`src/rtl/mri_pkg.sv`:
```
// ----------------------------------------------------------------------------
// Motor reversal interlock package
// Shared codes, state record and reset constants for the interlock encoder.
// ----------------------------------------------------------------------------
package mri_pkg;

	// Function code carried by each input transaction.
	typedef enum logic [1:0] {
		FUNC_SPEED      = 2'd0,
		FUNC_LIMIT_EDGE = 2'd1,
		FUNC_UPDATE_POS = 2'd2,
		FUNC_RESET_POS  = 2'd3
	} func_t;

	// Status code returned with each result transaction.
	typedef enum logic [1:0] {
		STATUS_OK       = 2'd0,
		STATUS_COOLING  = 2'd1,
		STATUS_AT_LIMIT = 2'd2
	} status_t;

	// Architectural state of the interlock.
	typedef struct packed {
		logic signed [7:0] applied_drive;
		logic              cooling;
		logic [31:0]       cool_stamp;
		logic [15:0]       position_count;
		logic [15:0]       last_encoder;
		logic signed [7:0] drive_out;
	} mri_state_t;

	localparam logic [31:0]       COOLDOWN_RESET = 32'd100000;
	localparam logic signed [7:0] DRIVE_MAX      = 8'sd127;
	localparam logic signed [7:0] DRIVE_MIN_RAW  = -8'sd128;

endpackage

```
`src/rtl/mri_step.sv`:
```
// ----------------------------------------------------------------------------
// Interlock step logic
// Computes the next interlock state, status and drive write for one
// transaction from the present state. Purely combinational.
// ----------------------------------------------------------------------------
module mri_step (
	input  mri_pkg::mri_state_t cur_state,
	input  logic [31:0]         cooldown_us,
	input  mri_pkg::func_t      func,
	input  logic signed [7:0]   speed,
	input  logic [31:0]         now_us,
	input  logic                limit_pressed,
	input  logic [15:0]         encoder_raw,
	output mri_pkg::mri_state_t next_state,
	output mri_pkg::status_t    status,
	output logic                drive_write
);
	import mri_pkg::*;

	logic signed [7:0] req_drive;
	logic signed [7:0] base_drive;
	logic [15:0]       enc_diff;
	logic [15:0]       moved_pos;
	logic [31:0]       elapsed;
	logic              is_command;
	logic              still_cooling;
	logic              reversal;

	// Negate the extend speed so that positive retracts; the most negative
	// speed saturates to full retract. A limit edge acts as a stop.
	always_comb begin
		if (func != FUNC_SPEED) begin
			req_drive = '0;
		end else if (speed == DRIVE_MIN_RAW) begin
			req_drive = DRIVE_MAX;
		end else begin
			req_drive = -speed;
		end
	end

	// Encoder difference, signed by the direction of the applied drive.
	assign enc_diff  = encoder_raw - cur_state.last_encoder;
	assign moved_pos = (cur_state.applied_drive > 8'sd0) ?
		cur_state.position_count - enc_diff : cur_state.position_count + enc_diff;

	// Wrapping time since the brake stamp.
	assign elapsed       = now_us - cur_state.cool_stamp;
	assign still_cooling = cur_state.cooling && (elapsed < cooldown_us);

	assign is_command = (func == FUNC_SPEED) ||
		((func == FUNC_LIMIT_EDGE) && limit_pressed && (cur_state.applied_drive > 8'sd0));

	// Direction seen by the reversal check, once an expired cooldown has cleared it.
	assign base_drive = cur_state.cooling ? 8'sd0 : cur_state.applied_drive;
	assign reversal   = ((base_drive < 8'sd0) && (req_drive > 8'sd0)) ||
		((base_drive > 8'sd0) && (req_drive < 8'sd0)) ||
		((base_drive != 8'sd0) && (req_drive == 8'sd0));

	// Next state and result.
	always_comb begin
		next_state  = cur_state;
		status      = STATUS_OK;
		drive_write = 1'b0;
		case (func)
			FUNC_SPEED, FUNC_LIMIT_EDGE: begin
				if (is_command) begin
					if (still_cooling) begin
						status = STATUS_COOLING;
					end else begin
						if (cur_state.cooling) begin
							next_state.position_count = moved_pos;
							next_state.last_encoder   = encoder_raw;
							next_state.cooling        = 1'b0;
							next_state.applied_drive  = '0;
						end
						if (reversal) begin
							next_state.cooling    = 1'b1;
							next_state.cool_stamp = now_us;
							next_state.drive_out  = '0;
							drive_write           = 1'b1;
							status                = STATUS_COOLING;
						end else if ((req_drive > 8'sd0) && limit_pressed) begin
							status = STATUS_AT_LIMIT;
						end else begin
							next_state.applied_drive = req_drive;
							next_state.drive_out     = req_drive;
							drive_write              = 1'b1;
						end
					end
				end
			end
			FUNC_UPDATE_POS: begin
				next_state.position_count = moved_pos;
				next_state.last_encoder   = encoder_raw;
			end
			FUNC_RESET_POS: begin
				next_state.position_count = '0;
				next_state.last_encoder   = encoder_raw;
			end
			default: begin
				next_state = cur_state;
			end
		endcase
	end

endmodule

```
`src/rtl/motor_reversal_interlock_encoder.sv`:
```
// ----------------------------------------------------------------------------
// Motor reversal interlock encoder
// An accepted input transaction is held in the input register; its result is
// then registered in the result register. Throughput: one transaction per
// cycle unless the result side stalls; step logic sits between the registers.
// Reset: arst_n clears all interlock state, sets cooldown_us to 100000 and
// empties both stages.
// ----------------------------------------------------------------------------
module motor_reversal_interlock_encoder (
	input  logic                clk,
	input  logic                arst_n,
	// Configuration
	input  logic                cooldown_we,
	input  logic [31:0]         cooldown_wdata,
	// Command channel
	input  logic                cmd_valid,
	output logic                cmd_stall,
	input  logic [1:0]          func,
	input  logic signed [7:0]   speed,
	input  logic [31:0]         now_us,
	input  logic                limit_pressed,
	input  logic [15:0]         encoder_raw,
	// Result channel
	output logic                res_valid,
	input  logic                res_stall,
	output logic [1:0]          status,
	output logic                drive_write,
	output logic signed [7:0]   motor_drive,
	output logic signed [15:0]  position
);
	import mri_pkg::*;

	logic              valid_s1;
	func_t             func_s1;
	logic signed [7:0] speed_s1;
	logic [31:0]       now_s1;
	logic              limit_s1;
	logic [15:0]       enc_s1;
	logic              advance;
	logic              res_valid_q;
	status_t           status_q;
	logic              drive_write_q;
	logic [31:0]       cooldown_q;
	mri_state_t        state_q;
	mri_state_t        state_nxt;
	status_t           status_nxt;
	logic              drive_write_nxt;

	// Handshake: the input stage moves on whenever the result register is free or its result is taken.
	assign advance   = valid_s1 && (!res_valid_q || !res_stall);
	assign cmd_stall = valid_s1 && !advance;

	// Configuration register.
	always_ff @(posedge clk or negedge arst_n) begin
		if (!arst_n) begin
			cooldown_q <= COOLDOWN_RESET;
		end else if (cooldown_we) begin
			cooldown_q <= cooldown_wdata;
		end
	end

	// Input register stage.
	always_ff @(posedge clk or negedge arst_n) begin
		if (!arst_n) begin
			valid_s1 <= 1'b0;
		end else if (!cmd_stall) begin
			valid_s1 <= cmd_valid;
		end
	end

	always_ff @(posedge clk) begin
		if (cmd_valid && !cmd_stall) begin
			func_s1  <= func_t'(func);
			speed_s1 <= speed;
			now_s1   <= now_us;
			limit_s1 <= limit_pressed;
			enc_s1   <= encoder_raw;
		end
	end

	// Step logic.
	mri_step u_step (
		.cur_state     (state_q),
		.cooldown_us   (cooldown_q),
		.func          (func_s1),
		.speed         (speed_s1),
		.now_us        (now_s1),
		.limit_pressed (limit_s1),
		.encoder_raw   (enc_s1),
		.next_state    (state_nxt),
		.status        (status_nxt),
		.drive_write   (drive_write_nxt)
	);

	// Interlock state commits together with the result.
	always_ff @(posedge clk or negedge arst_n) begin
		if (!arst_n) begin
			state_q <= '0;
		end else if (advance) begin
			state_q <= state_nxt;
		end
	end

	// Result register.
	always_ff @(posedge clk or negedge arst_n) begin
		if (!arst_n) begin
			res_valid_q <= 1'b0;
		end else if (advance) begin
			res_valid_q <= 1'b1;
		end else if (!res_stall) begin
			res_valid_q <= 1'b0;
		end
	end

	always_ff @(posedge clk) begin
		if (advance) begin
			status_q      <= status_nxt;
			drive_write_q <= drive_write_nxt;
		end
	end

	assign res_valid   = res_valid_q;
	assign status      = status_q;
	assign drive_write = drive_write_q;
	assign motor_drive = state_q.drive_out;
	assign position    = state_q.position_count;

	// A refusal at the limit never rewrites the drive.
	assert property (@(posedge clk) disable iff (!arst_n)
		res_valid_q && (status_q == STATUS_AT_LIMIT) |-> !drive_write_q)
		else $error("drive written on a limit refusal");

	// While cooling down the motor is braked.
	assert property (@(posedge clk) disable iff (!arst_n)
		state_q.cooling |-> (state_q.drive_out == 8'sd0))
		else $error("drive nonzero during cooldown");

	// Outside a cooldown the applied drive is what the motor sees.
	assert property (@(posedge clk) disable iff (!arst_n)
		!state_q.cooling |-> (state_q.drive_out == state_q.applied_drive))
		else $error("drive and applied drive disagree");

	// The saturated drive never reaches the most negative code.
	assert property (@(posedge clk) disable iff (!arst_n)
		state_q.applied_drive != DRIVE_MIN_RAW)
		else $error("applied drive out of range");

	// The input side stalls only when a transaction is held there.
	assert property (@(posedge clk) disable iff (!arst_n)
		cmd_stall |-> (valid_s1 && res_valid_q))
		else $error("stall without a held transaction");

endmodule
```
`config.mk`:
```
export PLATFORM = sky130hd
export DESIGN_NAME = motor_reversal_interlock_encoder
export DESIGN_NICKNAME = d
export VERILOG_FILES = /design/src/rtl/mri_pkg.sv /design/src/rtl/mri_step.sv /design/src/rtl/motor_reversal_interlock_encoder.sv
export SDC_FILE = /design/constraint.sdc
export NUM_CORES = 1
export LEC_CHECK = 0
export ABC_AREA = 0
export BUFFER_PORTS_ARGS = -buffer_cell sky130_fd_sc_hd__buf_2
export CORE_MARGIN = 2
export CORE_UTILIZATION = 40
export CTS_BUF_LIST = sky130_fd_sc_hd__clkbuf_2 sky130_fd_sc_hd__clkbuf_4 sky130_fd_sc_hd__clkbuf_8
export DETAILED_ROUTE_END_ITERATION = 8
export PLACE_DENSITY = 0.55
export SYNTH_ARGS = -nofsm -noshare
export SYNTH_HDL_FRONTEND = slang
export SYNTH_SLANG_ARGS = --single-unit
```
`constraint.sdc`:
```
create_clock -name clk -period 5.75 [get_ports clk]
set_input_delay 0.575 -clock clk [delete_from_list [all_inputs] [get_ports clk]]
set_output_delay 0.575 -clock clk [all_outputs]
set_load 0.02 [all_outputs]
```
After elaboration in Yosys (flattened, before gate mapping):

Cells that the tools add are included.

* bits of input ports: 96
* word-level logic and storage cells: 91
* flip-flop bits (word level): 177
* output and inout bits: 29

* add/sub/neg operators: 5
* reduce and logical (&&, ||, !) cells: 30
* bitwise operators: 3
* magnitude comparators: 6
* mux-type cells: 21
* equal/unequal tests: 9

Operators by type and width (count)
* $pmux 32 s3: 1
* $mux 40: 2
* $mux 8: 7
* $mux 33: 1
* $lt 32x32->1: 1
* $mux 32: 1
* $sub 16x16->16: 2
* $sub 32x32->32: 1
* $gt 8x1->1 const B: 3
* $add 16x16->16: 1
* $lt 8x1->1 const B: 2
* $mux 16: 1
* $logic_and 1x1->1: 10
* $reduce_and 5->1: 2
* $mux 9: 1
* $eq 8x8->1 const B: 1
* $logic_not 8->1: 1
* $neg 8->8: 1
* $reduce_and 4->1: 2
* $reduce_bool 8->1: 1
* $mux 1: 6
* $ne 2x1->1 const B: 3
* $eq 2x2->1 const B: 2
* $logic_not 1->1: 4
* 11 further kinds: 17

Longest topological paths before layout:

Gate-level depths: netlist of run 1.

* depth in word-level cells: 11
* depth in mapped cells: 24
* gate-level depth less buffers: 23

By module:

From an unflattened synthesis of run 1, not the netlist that was laid out.

* cells, all modules: 1111
* area total of the unflattened synthesis: 12145.4 um^2

Modules (own cells, without submodules)
* motor_reversal_interlock_encoder: seq. area each 4747.1 um^2, area each 6736.5 um^2, cells an instance 333, times used 1
* mri_step: seq. area each 0.0 um^2, area each 5408.9 um^2, cells an instance 778, times used 1

Worst setup path after synthesis of run 1:

Ideal clock, no wire load.

* path kind: register to register
* from: register now_s1[0]
* to: register state_q[12] (netlist name)
* data required time: 5.625 ns
* path slack: 0.642 ns
* library setup time: 0.125 ns
* stages on the path, launching flop included: 24
* period minus slack after synthesis: 5.108 ns
* arrival time: 4.983 ns
* buffers on the path: 1
* cell sequence: edfxtp_1 -> inv_1 -> ha_1 -> inv_1 -> fa_1 -> a21o_1 -> a21oi_1 -> o21ai_0 -> a221oi_1 -> o21bai_1 -> a21o_1 -> a211oi_1 -> nor3_1 -> or3b_2 -> ha_1 -> a21o_1 -> a21o_1 -> a21oi_1 -> o2111ai_1 -> o211ai_1 -> a211oi_1 -> o21ai_1 -> buf_2 -> mux2_2

* longest elaborated chain between the ends: 5

RTL lines
* from (decl): RTL line motor_reversal_interlock_encoder.sv:36 `logic [31:0] now_s1;`
* from (signal assigned): RTL line motor_reversal_interlock_encoder.sv:75 `now_s1 <= now_us;`
* $sub 32x32->32: RTL line mri_step.sv:47 `assign elapsed = now_us - cur_state.cool_stamp;`
* $lt 32x32->1: RTL line mri_step.sv:48 `assign still_cooling = cur_state.cooling && (elapsed < cooldown_us);`
* $logic_and 1x1->1: RTL line mri_step.sv:48
* $ne 2x2->1 (no source line)
* $reduce_and 4->1 (no source line)
* to (signal assigned): RTL line motor_reversal_interlock_encoder.sv:100 `state_q <= state_nxt;`
* to (decl): RTL line motor_reversal_interlock_encoder.sv:44 `mri_state_t state_q;`

No other way between the ends.
A chain may end at the register's enable or synchronous reset.

Final worst setup path of run 1:

* from: register now_s1[0]
* to: register state_q[23] (netlist name)

The elaborated chain is that of the path after synthesis.

==> impl_metrics.toml, run 1 <==
[clock_tree]
cts_tree = "done"
htree_levels = 4
insertion_delay_ns = 0.51
cts_buffers = 17
cts-resized-gates = 0
root_buffer = "clkbuf_8"
cts_setup_buffers = 0
cts_num_sinks = 177
cts_max_path_buffers = 2
ctsHoldBuffers = 0
clkTransAtPathRegs_ns = 0.11

[job]
cap_violations = 0

[routing]
dr.pass1.iters = 6
viasPerCell = 5.09
dr.first_iter.drc_count = 526
wl_per_cell_um = 15.2
postRouteAntennaNets = 0
num_vias = 8081
wirelength_um = 24100
post-route-drc-count = 0

[finish]
diodes = 0
nets = 1392
layoutNonFillerInstCount = 1589
n_fill_cell = 2686
area_growth_pct = 12.3
design_area_um2 = 12500
final_layout_size_suffix_gt1_share_pct = 19.8
fin_util_pct = 45.3
multiInputGateArea_um2 = 5660
area.sequential_um2 = 4750

[floorplanning]
die_h_um = 171
die_w_um = 171
initial_core_util_pct = 40.3
die_area_um2 = 29100
coreArea_um2 = 27600
pin_count = 125
row_count = 61

[worst_setup_path]
regToRegStartpoint = "now_s1[0]"
critPathKind = "register to register"
timing.rr.end = "state_q[23]"
end_kind = "register"
required_ns = 6.12
rrSetupSlack_ns = 0.35
reg2reg_depth = 22
worstPathCellList = "inv_1 > ha_1 > inv_1 > fa_1 > a21o_1 > a21oi_2 > o21ai_0 > a221oi_2 > o21bai_1 > a21o_1 > a21o_1 > a21oi_1 > xnor2_1 > ha_1 > nand4_1 > a2111oi_0 > buf_4 > o211ai_1 > a211oi_1 > o21ai_2 > buf_12 > mux2_2"
cp_common_cell = "a21o_1"
cpPeakStageDelay_ns = 0.78
path_buf_inv = 4
cp-start-kind = "register"
cp_data_arrival_time_ns = 5.77
worstPathMaxFanout = 33
critical_path.top_delay_family = "compound AO/OA/AOI/OAI gates"
critPathSlowestCell = "a2111oi_0"

[place]
placed_cell_area_um2 = 12000
port_buffers = 124
dp.cells = 1556
dp_worst_setup_slack_ns = 0.234
globalplace.congestion = 0.830
hpwl_um = 17700

[yosys]
synthFlopType = "dfrtp_1"
synth.avg_cell_area_um2 = 10.2
synth_fa_ha_area_share_pct = 11.2
synth_xor_area_share_pct = 5.12
yosys.area_share.simple_pct = 11.5
synth_area_leaders = "dfrtp_1 25%, edfxtp_1 17%, ha_1 11%, inv_1 4.0%, o21ai_0 3.7%"
synthMuxAreaShare_pct = 6.05
yosysMostFrequentCell = "inv_1"
yosysSeqAreaShare_pct = 42.7
yosysWarnings = 0
synth-edff-count = 62
synth_commonest_cells = "117 x inv_1, 109 x dfrtp_1, 95 x ha_1, 94 x nand2_1, 82 x o21ai_0"
synth_cells = 1091
yosysTopAreaCell = "dfrtp_1"
synth-compound-area-share_pct = 16.8
synth_cell_type_count = 70
synth_seq_cells = 177
synth_top_family_by_area = "compound AO/OA/AOI/OAI gates"
syn_nets = 1285
synth_top_area_share_pct = 24.5
synth_area_um2 = 11100
async_flop_share_pct = 65.0

[timing]
setup_viol = 0
tightest_slew_ns = 0.922
setup_tns_ns = 0
max_freq_ghz = 0.185
slew_violations = 0
finalHoldViolCount = 0
timing.final.crit_share_pct = 93.9
setup_ws_ns = 0.349
rsz0062_at_grt = "false"
max-slew-margin-rel_pct = 37.0
timing.final.crit_period_ns = 5.40
finClkSkew_ns = 0.0307

[power]
powerDensity_nw_per_um2 = 553
ir_drop_uv = 274
combPwrFrac_pct = 60.8
netSwitchingFraction_pct = 43.6
p_switching_w = 0.00301
p_seq_share_pct = 25.8
intPower_w = 0.00390
power_frac_clock_pct = 13.4
leakagePower_nw = 5.87

[worst_hold_path]
hold_class = "primary input to asynchronous set/reset pin"

[grt]
antenna_found_initial = 0
grt_pass1_wl_um = 40000
grt_max_degree = 64
grt_pass1_vias = 8072
grt_overflow_total = 0
grt_use_total_pct = 17.4

[run_status]
outcome = "finished, final reports clean"
-- worst reg2reg max path: cells and delay by family, from the launching register on --
kind	cells	cell delay, ns
compound gates	12	2.93
xor+xnor	1	0.09
fa+ha+maj	3	0.84
buf+inv	4	0.55
flops	1	0.37
mux	1	0.29
simple gates	1	0.21
-- layer usage --
metal,global-route usage (%),vias up,wire length (um)
li1,-,4102,-
met1,24.2,3835,12000
met2,27.7,127,11000
met3,3.47,17,890
met4,4.98,0,272
met5,0,-,0
-- flip-flops by register name, summed over array words and instances, names as in the netlist, 2 cells and up --
| register | flops |
|---|---|
| status | 2 |
| now_s1 | 32 |
| enc_s1 | 16 |
| position | 16 |
| cooldown_q | 32 |
| func_s1 | 2 |
| motor_drive | 8 |
| speed_s1 | 8 |
| state_q | 57 |
-- cell families (layout without fill, tap and decap cells) --
| family | Yosys count | after routing |
|---|---|---|
| and+or+nand+nor | 257 | 257 |
| xor gates and xnor gates | 65 | 65 |
| AOI/OAI and AO/OA | 279 | 279 |
| DFF | 177 | 177 |
| muxes | 51 | 51 |
| adders and majority gates | 98 | 98 |
| buffers and inverters | 164 | 284 |
-- worst max-delay path by stage --
stage	from	depth (start not counted)	slack [ns]	end
floorplan	now_s1[0]	23	0.64	state_q[12]
global placement	now_s1[0]	22	0.22	position[4]
detailed placement	now_s1[0]	22	0.23	state_q[10]
CTS	now_s1[0]	22	0.19	state_q[23]
global route	now_s1[0]	23	0.05	state_q[23]
finish	now_s1[0]	22	0.35	state_q[23]
-- power groups by stage --
stage,clock network (W),logic [W],registers [W]
finish,0.000928,0.00420,0.00178
global route,0.00102,0.00479,0.00182
CTS,0.000969,0.00421,0.00178
detailed placement,0,0.00418,0.00180
global placement,0,0.00412,0.00181
floorplan,0,0.00342,0.00175
-- stage by stage --
stage               total power (W)  hold slack, ns
floorplan                   0.00518           0.279
global placement            0.00592           0.458
detailed placement          0.00598           0.465
CTS                         0.00696           0.148
global route                0.00763           0.178
finish                      0.00690           0.144
-- final cells by class --
class / count / area share [%]
clock buffer: 17 / 1.87
sequential: 177 / 38.0
inverter: 117 / 3.52
timing repair buffer: 135 / 5.99
tap: 378 / 3.79
multi-input combinational: 750 / 45.3
clock inverter: 15 / 1.50
-- placed cells by master, fill, tap and decap left out, types with 8 or more instances in the layout --
cell type,count
dfrtp_1,109
ha_1,95
inv_8,8
o31ai_1,8
nor3_1,16
clkbuf_8,17
buf_2,123
a21o_1,41
nand2_1,94
inv_1,117
o21ai_0,82
a31oi_1,8
edfxtp_1,62
xor2_1,21
xnor2_1,44
nand2b_1,13
o21a_1,10
a32o_1,14
a211oi_1,10
o21bai_1,8
mux2_2,21
o2111ai_1,8
nor2b_1,11
a21oi_1,38
buf_4,9
o211ai_1,9
nor3b_1,8
nor2_1,44
mux2_4,27
nand3_1,14
nand4_1,11
Note: power is estimated with default switching activity, not from simulation.
==> inputs of run 2 (changes only) <==
Clock period 5.75 ns to 6.9 ns, I/O delays scaled along.
==> impl_metrics.toml, run 2 (synthesis results as in run 1) <==
[run_status]
outcome = "finished, final reports clean"

[worst_setup_path]
end_kind = "register"
critical_path.top_delay_family = "compound AO/OA/AOI/OAI gates"
cp_data_arrival_time_ns = 6.26
cp-start-kind = "register"
worstPathMaxFanout = 34
critPathSlowestCell = "nand4_4"
required_ns = 7.28
critPathKind = "register to register"
worstPathCellList = "inv_1 > ha_1 > inv_1 > fa_1 > a21o_1 > a21oi_1 > o21ai_0 > a221oi_1 > o21bai_1 > a21o_1 > a211oi_1 > nor3_1 > or3b_2 > ha_1 > and4_1 > a211oi_1 > o22ai_1 > o211ai_1 > nand2_1 > nand4_4 > mux2_4"
path_buf_inv = 2
cpPeakStageDelay_ns = 0.73

[timing]
timing.final.crit_period_ns = 5.88
finalHoldViolCount = 0
setup_tns_ns = 0
max_freq_ghz = 0.170
tightest_slew_ns = 1.02
timing.final.crit_share_pct = 85.2
slew_violations = 0
rsz0062_at_grt = "false"
setup_viol = 0
max-slew-margin-rel_pct = 32.1
finClkSkew_ns = 0.0222

[finish]
largest_reg_flops = 57
nets = 1387
layoutNonFillerInstCount = 1584
reg.largest.list = "state_q: 57 flops, cooldown_q: 32 flops, now_s1: 32 flops"
diodes = 0
layout_commonest_cell = "buf_2"
final_layout_size_suffix_gt1_share_pct = 19.2
n_fill_cell = 2661
top_register = "state_q"
mostFrequentLayoutCells = "123 x buf_2, 117 x inv_1, 109 x dfrtp_1"
area_growth_pct = 11.0

[clock_tree]
cts_setup_buffers = 0
htree_levels = 4
cts_buffers = 17
clkTransAtPathRegs_ns = 0.11
ctsHoldBuffers = 0
insertion_delay_ns = 0.51
cts_max_path_buffers = 2
cts_num_sinks = 177
root_buffer = "clkbuf_8"
cts-resized-gates = 0
cts_tree = "done"

[power]
intPower_w = 0.00319
power_frac_clock_pct = 12.5
leakagePower_nw = 5.80
p_seq_share_pct = 26.1
netSwitchingFraction_pct = 43.8
combPwrFrac_pct = 61.4
p_switching_w = 0.00248
ir_drop_uv = 177
power_w = 0.00567
powerDensity_nw_per_um2 = 459

[job]
cap_violations = 0

[routing]
wirelength_um = 23900
wl_per_cell_um = 15.1
post-route-drc-count = 0
postRouteAntennaNets = 0
num_vias = 8038
viasPerCell = 5.07
dr.first_iter.drc_count = 501
dr.pass1.iters = 5

[floorplanning]
pin_count = 125
die_w_um = 171
coreArea_um2 = 27600
die_h_um = 171
die_area_um2 = 29100
row_count = 61
initial_core_util_pct = 40.3

[place]
port_buffers = 124
dp.cells = 1552
globalplace.congestion = 0.881
hpwl_um = 17600

[grt]
grt_pass1_wl_um = 38800
grt_use_total_pct = 17.1
grt_max_degree = 67
antenna_found_initial = 0
grt_overflow_total = 0
grt_pass1_vias = 7840

[worst_hold_path]
hold_class = "primary input to asynchronous set/reset pin"
==> run 2: cell types whose count changed in the layout (fill, tap and decap cells not counted), moves of 2 or more <==
cell      before  now
inv_6          1    6
inv_8          8    4
buf_4          9    7
buf_12         2    0
clkinv_4       3    1
clkinv_2       0    2
==> run 2: worst reg2reg max path, stage by stage (launching register included) <==
cell	delay, ns
edfxtp_1	0.37
inv_1	0.08
ha_1	0.17
inv_1	0.06
fa_1	0.40
a21o_1	0.17
a21oi_1	0.30
o21ai_0	0.13
a221oi_1	0.47
o21bai_1	0.11
a21o_1	0.23
a211oi_1	0.37
nor3_1	0.10
or3b_2	0.45
ha_1	0.28
and4_1	0.18
a211oi_1	0.05
o22ai_1	0.13
o211ai_1	0.17
nand2_1	0.21
nand4_4	0.73
mux2_4	0.58
==> run 2: area by class of cell <==
cell class	count	area [um2]	share of cell area (%)
clock buffer	17	234	1.90
clock inverter	15	140	1.14
inverter	117	439	3.56
multi-input combinational	750	5640	45.7
sequential	177	4750	38.5
tap	378	473	3.83
timing repair buffer	130	668	5.41
==> run 2: final timing paths <==
kind / slack, ns / cells after the start / start / endpoint
setup / recovery: 1.02 / 21 / now_s1[0] / state_q[61]
hold / removal: 0.19 / 1 / arst_n / state_q[59]
setup reg to reg: 1.02 / 21 / now_s1[0] / state_q[61]
hold reg to reg: 0.49 / 1 / motor_drive[7] / motor_drive[7]
max in group asynchronous: 5.34 / 2 / arst_n / state_q[22]
min in group clk: 0.35 / 1 / now_us[15] / now_s1[15]
==> run 2: layer usage <==
layer,wire [um],track usage (%),vias up
met4,375,5.54,0
met3,1010,3.84,26
met1,12000,23.5,3793
met2,10400,26.7,140
li1,-,-,4079
met5,0,0,-
==> run 2: per-stage QoR <==
stage	hold slack (ns)	cell area (um2)	worst slack (ns)	utilization, %
floorplan	0.394	11100	1.79	-
global placement	0.461	12000	1.21	43.4
detailed placement	0.465	12000	1.01	43.4
CTS	0.189	12300	0.966	44.8
global route	0.212	12300	0.493	44.8
finish	0.194	12300	1.02	44.8
==> run 2: power groups by stage <==
stage | sequential [W] | combinational, W | clock (W)
global route | 0.00151 | 0.00393 | 0.000776
detailed placement | 0.00150 | 0.00348 | 0
global placement | 0.00150 | 0.00342 | 0
CTS | 0.00148 | 0.00349 | 0.000740
floorplan | 0.00146 | 0.00285 | 0
finish | 0.00148 | 0.00348 | 0.000707
==> inputs of run 3 (changes only) <==
Settings changed: SYNTH_HIERARCHICAL set to 1.
==> impl_metrics.toml, run 3 <==
[routing]
num_vias = 8311
postRouteAntennaNets = 0
wl_per_cell_um = 16.2
viasPerCell = 5.14
post-route-drc-count = 0
dr.first_iter.drc_count = 391
wirelength_um = 26200
dr.pass1.iters = 4

[timing]
max_freq_ghz = 0.159
setup_tns_ns = 0
rsz0062_at_grt = "false"
slew_violations = 0
setup_ws_ns = 0.604
timing.final.crit_period_ns = 6.30
timing.final.crit_share_pct = 91.2
tightest_slew_ns = 1.01
finClkSkew_ns = 0.0227
max-slew-margin-rel_pct = 32.3
setup_viol = 0
finalHoldViolCount = 0

[run_status]
outcome = "finished, final reports clean"

[clock_tree]
cts_max_path_buffers = 2
cts_num_sinks = 177
ctsHoldBuffers = 0
cts_buffers = 17
htree_levels = 4
cts-resized-gates = 0
cts_tree = "done"
cts_setup_buffers = 0
clkTransAtPathRegs_ns = 0.10
insertion_delay_ns = 0.49
root_buffer = "clkbuf_8"

[worst_setup_path]
worstPathCellList = "ha_1 > nor2b_1 > o31a_1 > o311ai_1 > o21ai_0 > a21oi_1 > o21ai_0 > a2111oi_0 > or4_1 > o211ai_1 > ha_1 > nand4_1 > nor4_1 > o211ai_1 > a211o_1 > a211oi_1 > nor2_2 > buf_4 > mux2_1 > mux2_4"
cp-start-kind = "register"
critPathKind = "register to register"
critPathSlowestCell = "a2111oi_0"
end_kind = "register"
worstPathMaxFanout = 33
cp_data_arrival_time_ns = 6.67
required_ns = 7.27
cpPeakStageDelay_ns = 0.92

[finish]
nets = 1409
largest_reg_flops = 57
reg.largest.list = "state_q: 57 flops, cooldown_q: 32 flops, now_s1: 32 flops"
layout_commonest_cell = "buf_2"
layoutNonFillerInstCount = 1618
n_fill_cell = 2869
area_growth_pct = 9.96
final_layout_size_suffix_gt1_share_pct = 25.1
mostFrequentLayoutCells = "123 x buf_2, 109 x dfrtp_1, 101 x inv_1"
diodes = 0
design_area_um2 = 13400
top_register = "state_q"

[power]
ir_drop_uv = 285
intPower_w = 0.00373
p_switching_w = 0.00275
p_seq_share_pct = 24.5
netSwitchingFraction_pct = 42.4
powerDensity_nw_per_um2 = 485
leakagePower_nw = 6.22
power_w = 0.00647
combPwrFrac_pct = 62.8
power_frac_clock_pct = 12.7

[yosys]
synth.avg_cell_area_um2 = 10.9
synth_area_leaders = "dfrtp_1 22%, edfxtp_1 15%, ha_1 9.8%, mux2_4 9.8%, mux2_2 4.3%"
yosysTopAreaCell = "dfrtp_1"
yosysMostFrequentCell = "dfrtp_1"
yosysWarnings = 6
synth_cell_type_count = 75
synth_cells = 1111
yosysSeqAreaShare_pct = 39.1
synth_seq_cells = 177
async_flop_share_pct = 65.0
synth-edff-count = 62
synth_top_area_share_pct = 22.5
syn_nets = 1305
synth_area_um2 = 12100
synthFlopType = "dfrtp_1"
synth_commonest_cells = "109 x dfrtp_1, 101 x inv_1, 95 x ha_1, 79 x mux2_4, 62 x edfxtp_1"

[grt]
grt_max_degree = 75
grt_overflow_total = 0
grt_use_total_pct = 17.1
grt_pass1_wl_um = 42400
grt_pass1_vias = 8359
antenna_found_initial = 0

[floorplanning]
row_count = 63
die_h_um = 178
pin_count = 125
coreArea_um2 = 29800
die_w_um = 178
initial_core_util_pct = 40.8
die_area_um2 = 31800

[worst_hold_path]
hold_class = "primary input to asynchronous set/reset pin"

[place]
hpwl_um = 19300
dp.cells = 1586
placed_cell_area_um2 = 12900
globalplace.congestion = 0.828
port_buffers = 124
dp_worst_setup_slack_ns = 0.642

[job]
cap_violations = 0
==> run 3: changes by cell type after synthesis, moves of 10 or more <==
cell | previous run | this run
mux2_4 | 27 | 79
a21oi_1 | 39 | 54
mux2_1 | 0 | 34
inv_1 | 117 | 101
o21ai_1 | 4 | 17
nor2_1 | 44 | 54
mux2_2 | 21 | 46
o21ai_0 | 82 | 49
a32o_1 | 14 | 0
nand2_1 | 94 | 57
==> run 3: cell type report <==
class                      count  area, um2  share of cell area, %
inverter                     101        379                   2.84
clock inverter                14        200                   1.50
timing repair buffer         132        683                   5.12
tap                          390        488                   3.65
multi-input combinational    786       6610                   49.5
clock buffer                  18        248                   1.85
sequential                   177       4750                   35.5
==> run 3: logic make-up (layout without fill, tap and decap cells) <==
| kind of cell | count (synthesis) | in the layout | share of synthesized area, % |
|---|---|---|---|
| AO/OA/AOI/OAI | 248 | 248 | 13.3 |
| XOR/XNOR | 64 | 64 | 4.62 |
| adder cells (fa/ha/maj) | 98 | 98 | 10.3 |
| buffers and inverters | 148 | 265 | 6.58 |
| flip-flops | 177 | 177 | 39.1 |
| multiplexers | 160 | 160 | 17.3 |
| AND/OR/NAND/NOR | 216 | 216 | 8.85 |
==> run 3: stage by stage <==
| stage | hold slack (ns) | utilization [%] |
|---|---|---|
| 2_1_floorplan | 0.394 | - |
| 5_1_grt | 0.201 | 44.8 |
| 4_1_cts | 0.187 | 44.8 |
| 3_3_place_gp | 0.464 | 43.3 |
| 6_report | 0.192 | 44.8 |
| 3_5_place_dp | 0.479 | 43.3 |
==> run 3: path summary, 6_finish.rpt <==
path | from | cells past startpoint | slack (ns) | endpoint
setup / recovery | now_s1[1] | 20 | 0.60 | state_q[19]
hold / removal | arst_n | 1 | 0.19 | state_q[53]
setup reg to reg | now_s1[1] | 20 | 0.60 | state_q[19]
hold reg to reg | valid_s1 | 1 | 0.49 | res_valid
max in group asynchronous | arst_n | 2 | 5.32 | position[12]
min in group clk | now_us[29] | 1 | 0.36 | now_s1[29]
==> run 3: power by group through the flow <==
| stage | Clock [W] | Combinational [W] | Sequential, W |
|---|---|---|---|
| after floorplan | 0 | 0.00334 | 0.00154 |
| after global placement | 0 | 0.00401 | 0.00159 |
| after detailed placement | 0 | 0.00407 | 0.00160 |
| after CTS | 0.000854 | 0.00410 | 0.00159 |
| after global routing | 0.000892 | 0.00458 | 0.00163 |
| final | 0.000821 | 0.00407 | 0.00158 |
==> run 3: worst max-delay path: cells and delay by family, from the launching register on <==
kind / cells / cell delay [ns]
muxes: 2 / 0.61
adders and majority gates: 2 / 0.63
AOI/OAI and AO/OA: 10 / 3.28
and+or+nand+nor: 5 / 0.92
buffers and inverters: 1 / 0.28
DFF: 1 / 0.45
==> run 3: layer usage <==
metal / vias to the layer above / GRT usage [%] / wire length, um / share of wire [%]
li1: 4206 / - / - / -
met1: 3975 / 22.0 / 12400 / 47
met2: 116 / 29.6 / 12600 / 48
met4: 0 / 3.76 / 240 / 0.92
met5: - / 0 / 0 / 0
met3: 14 / 3.54 / 937 / 3.6
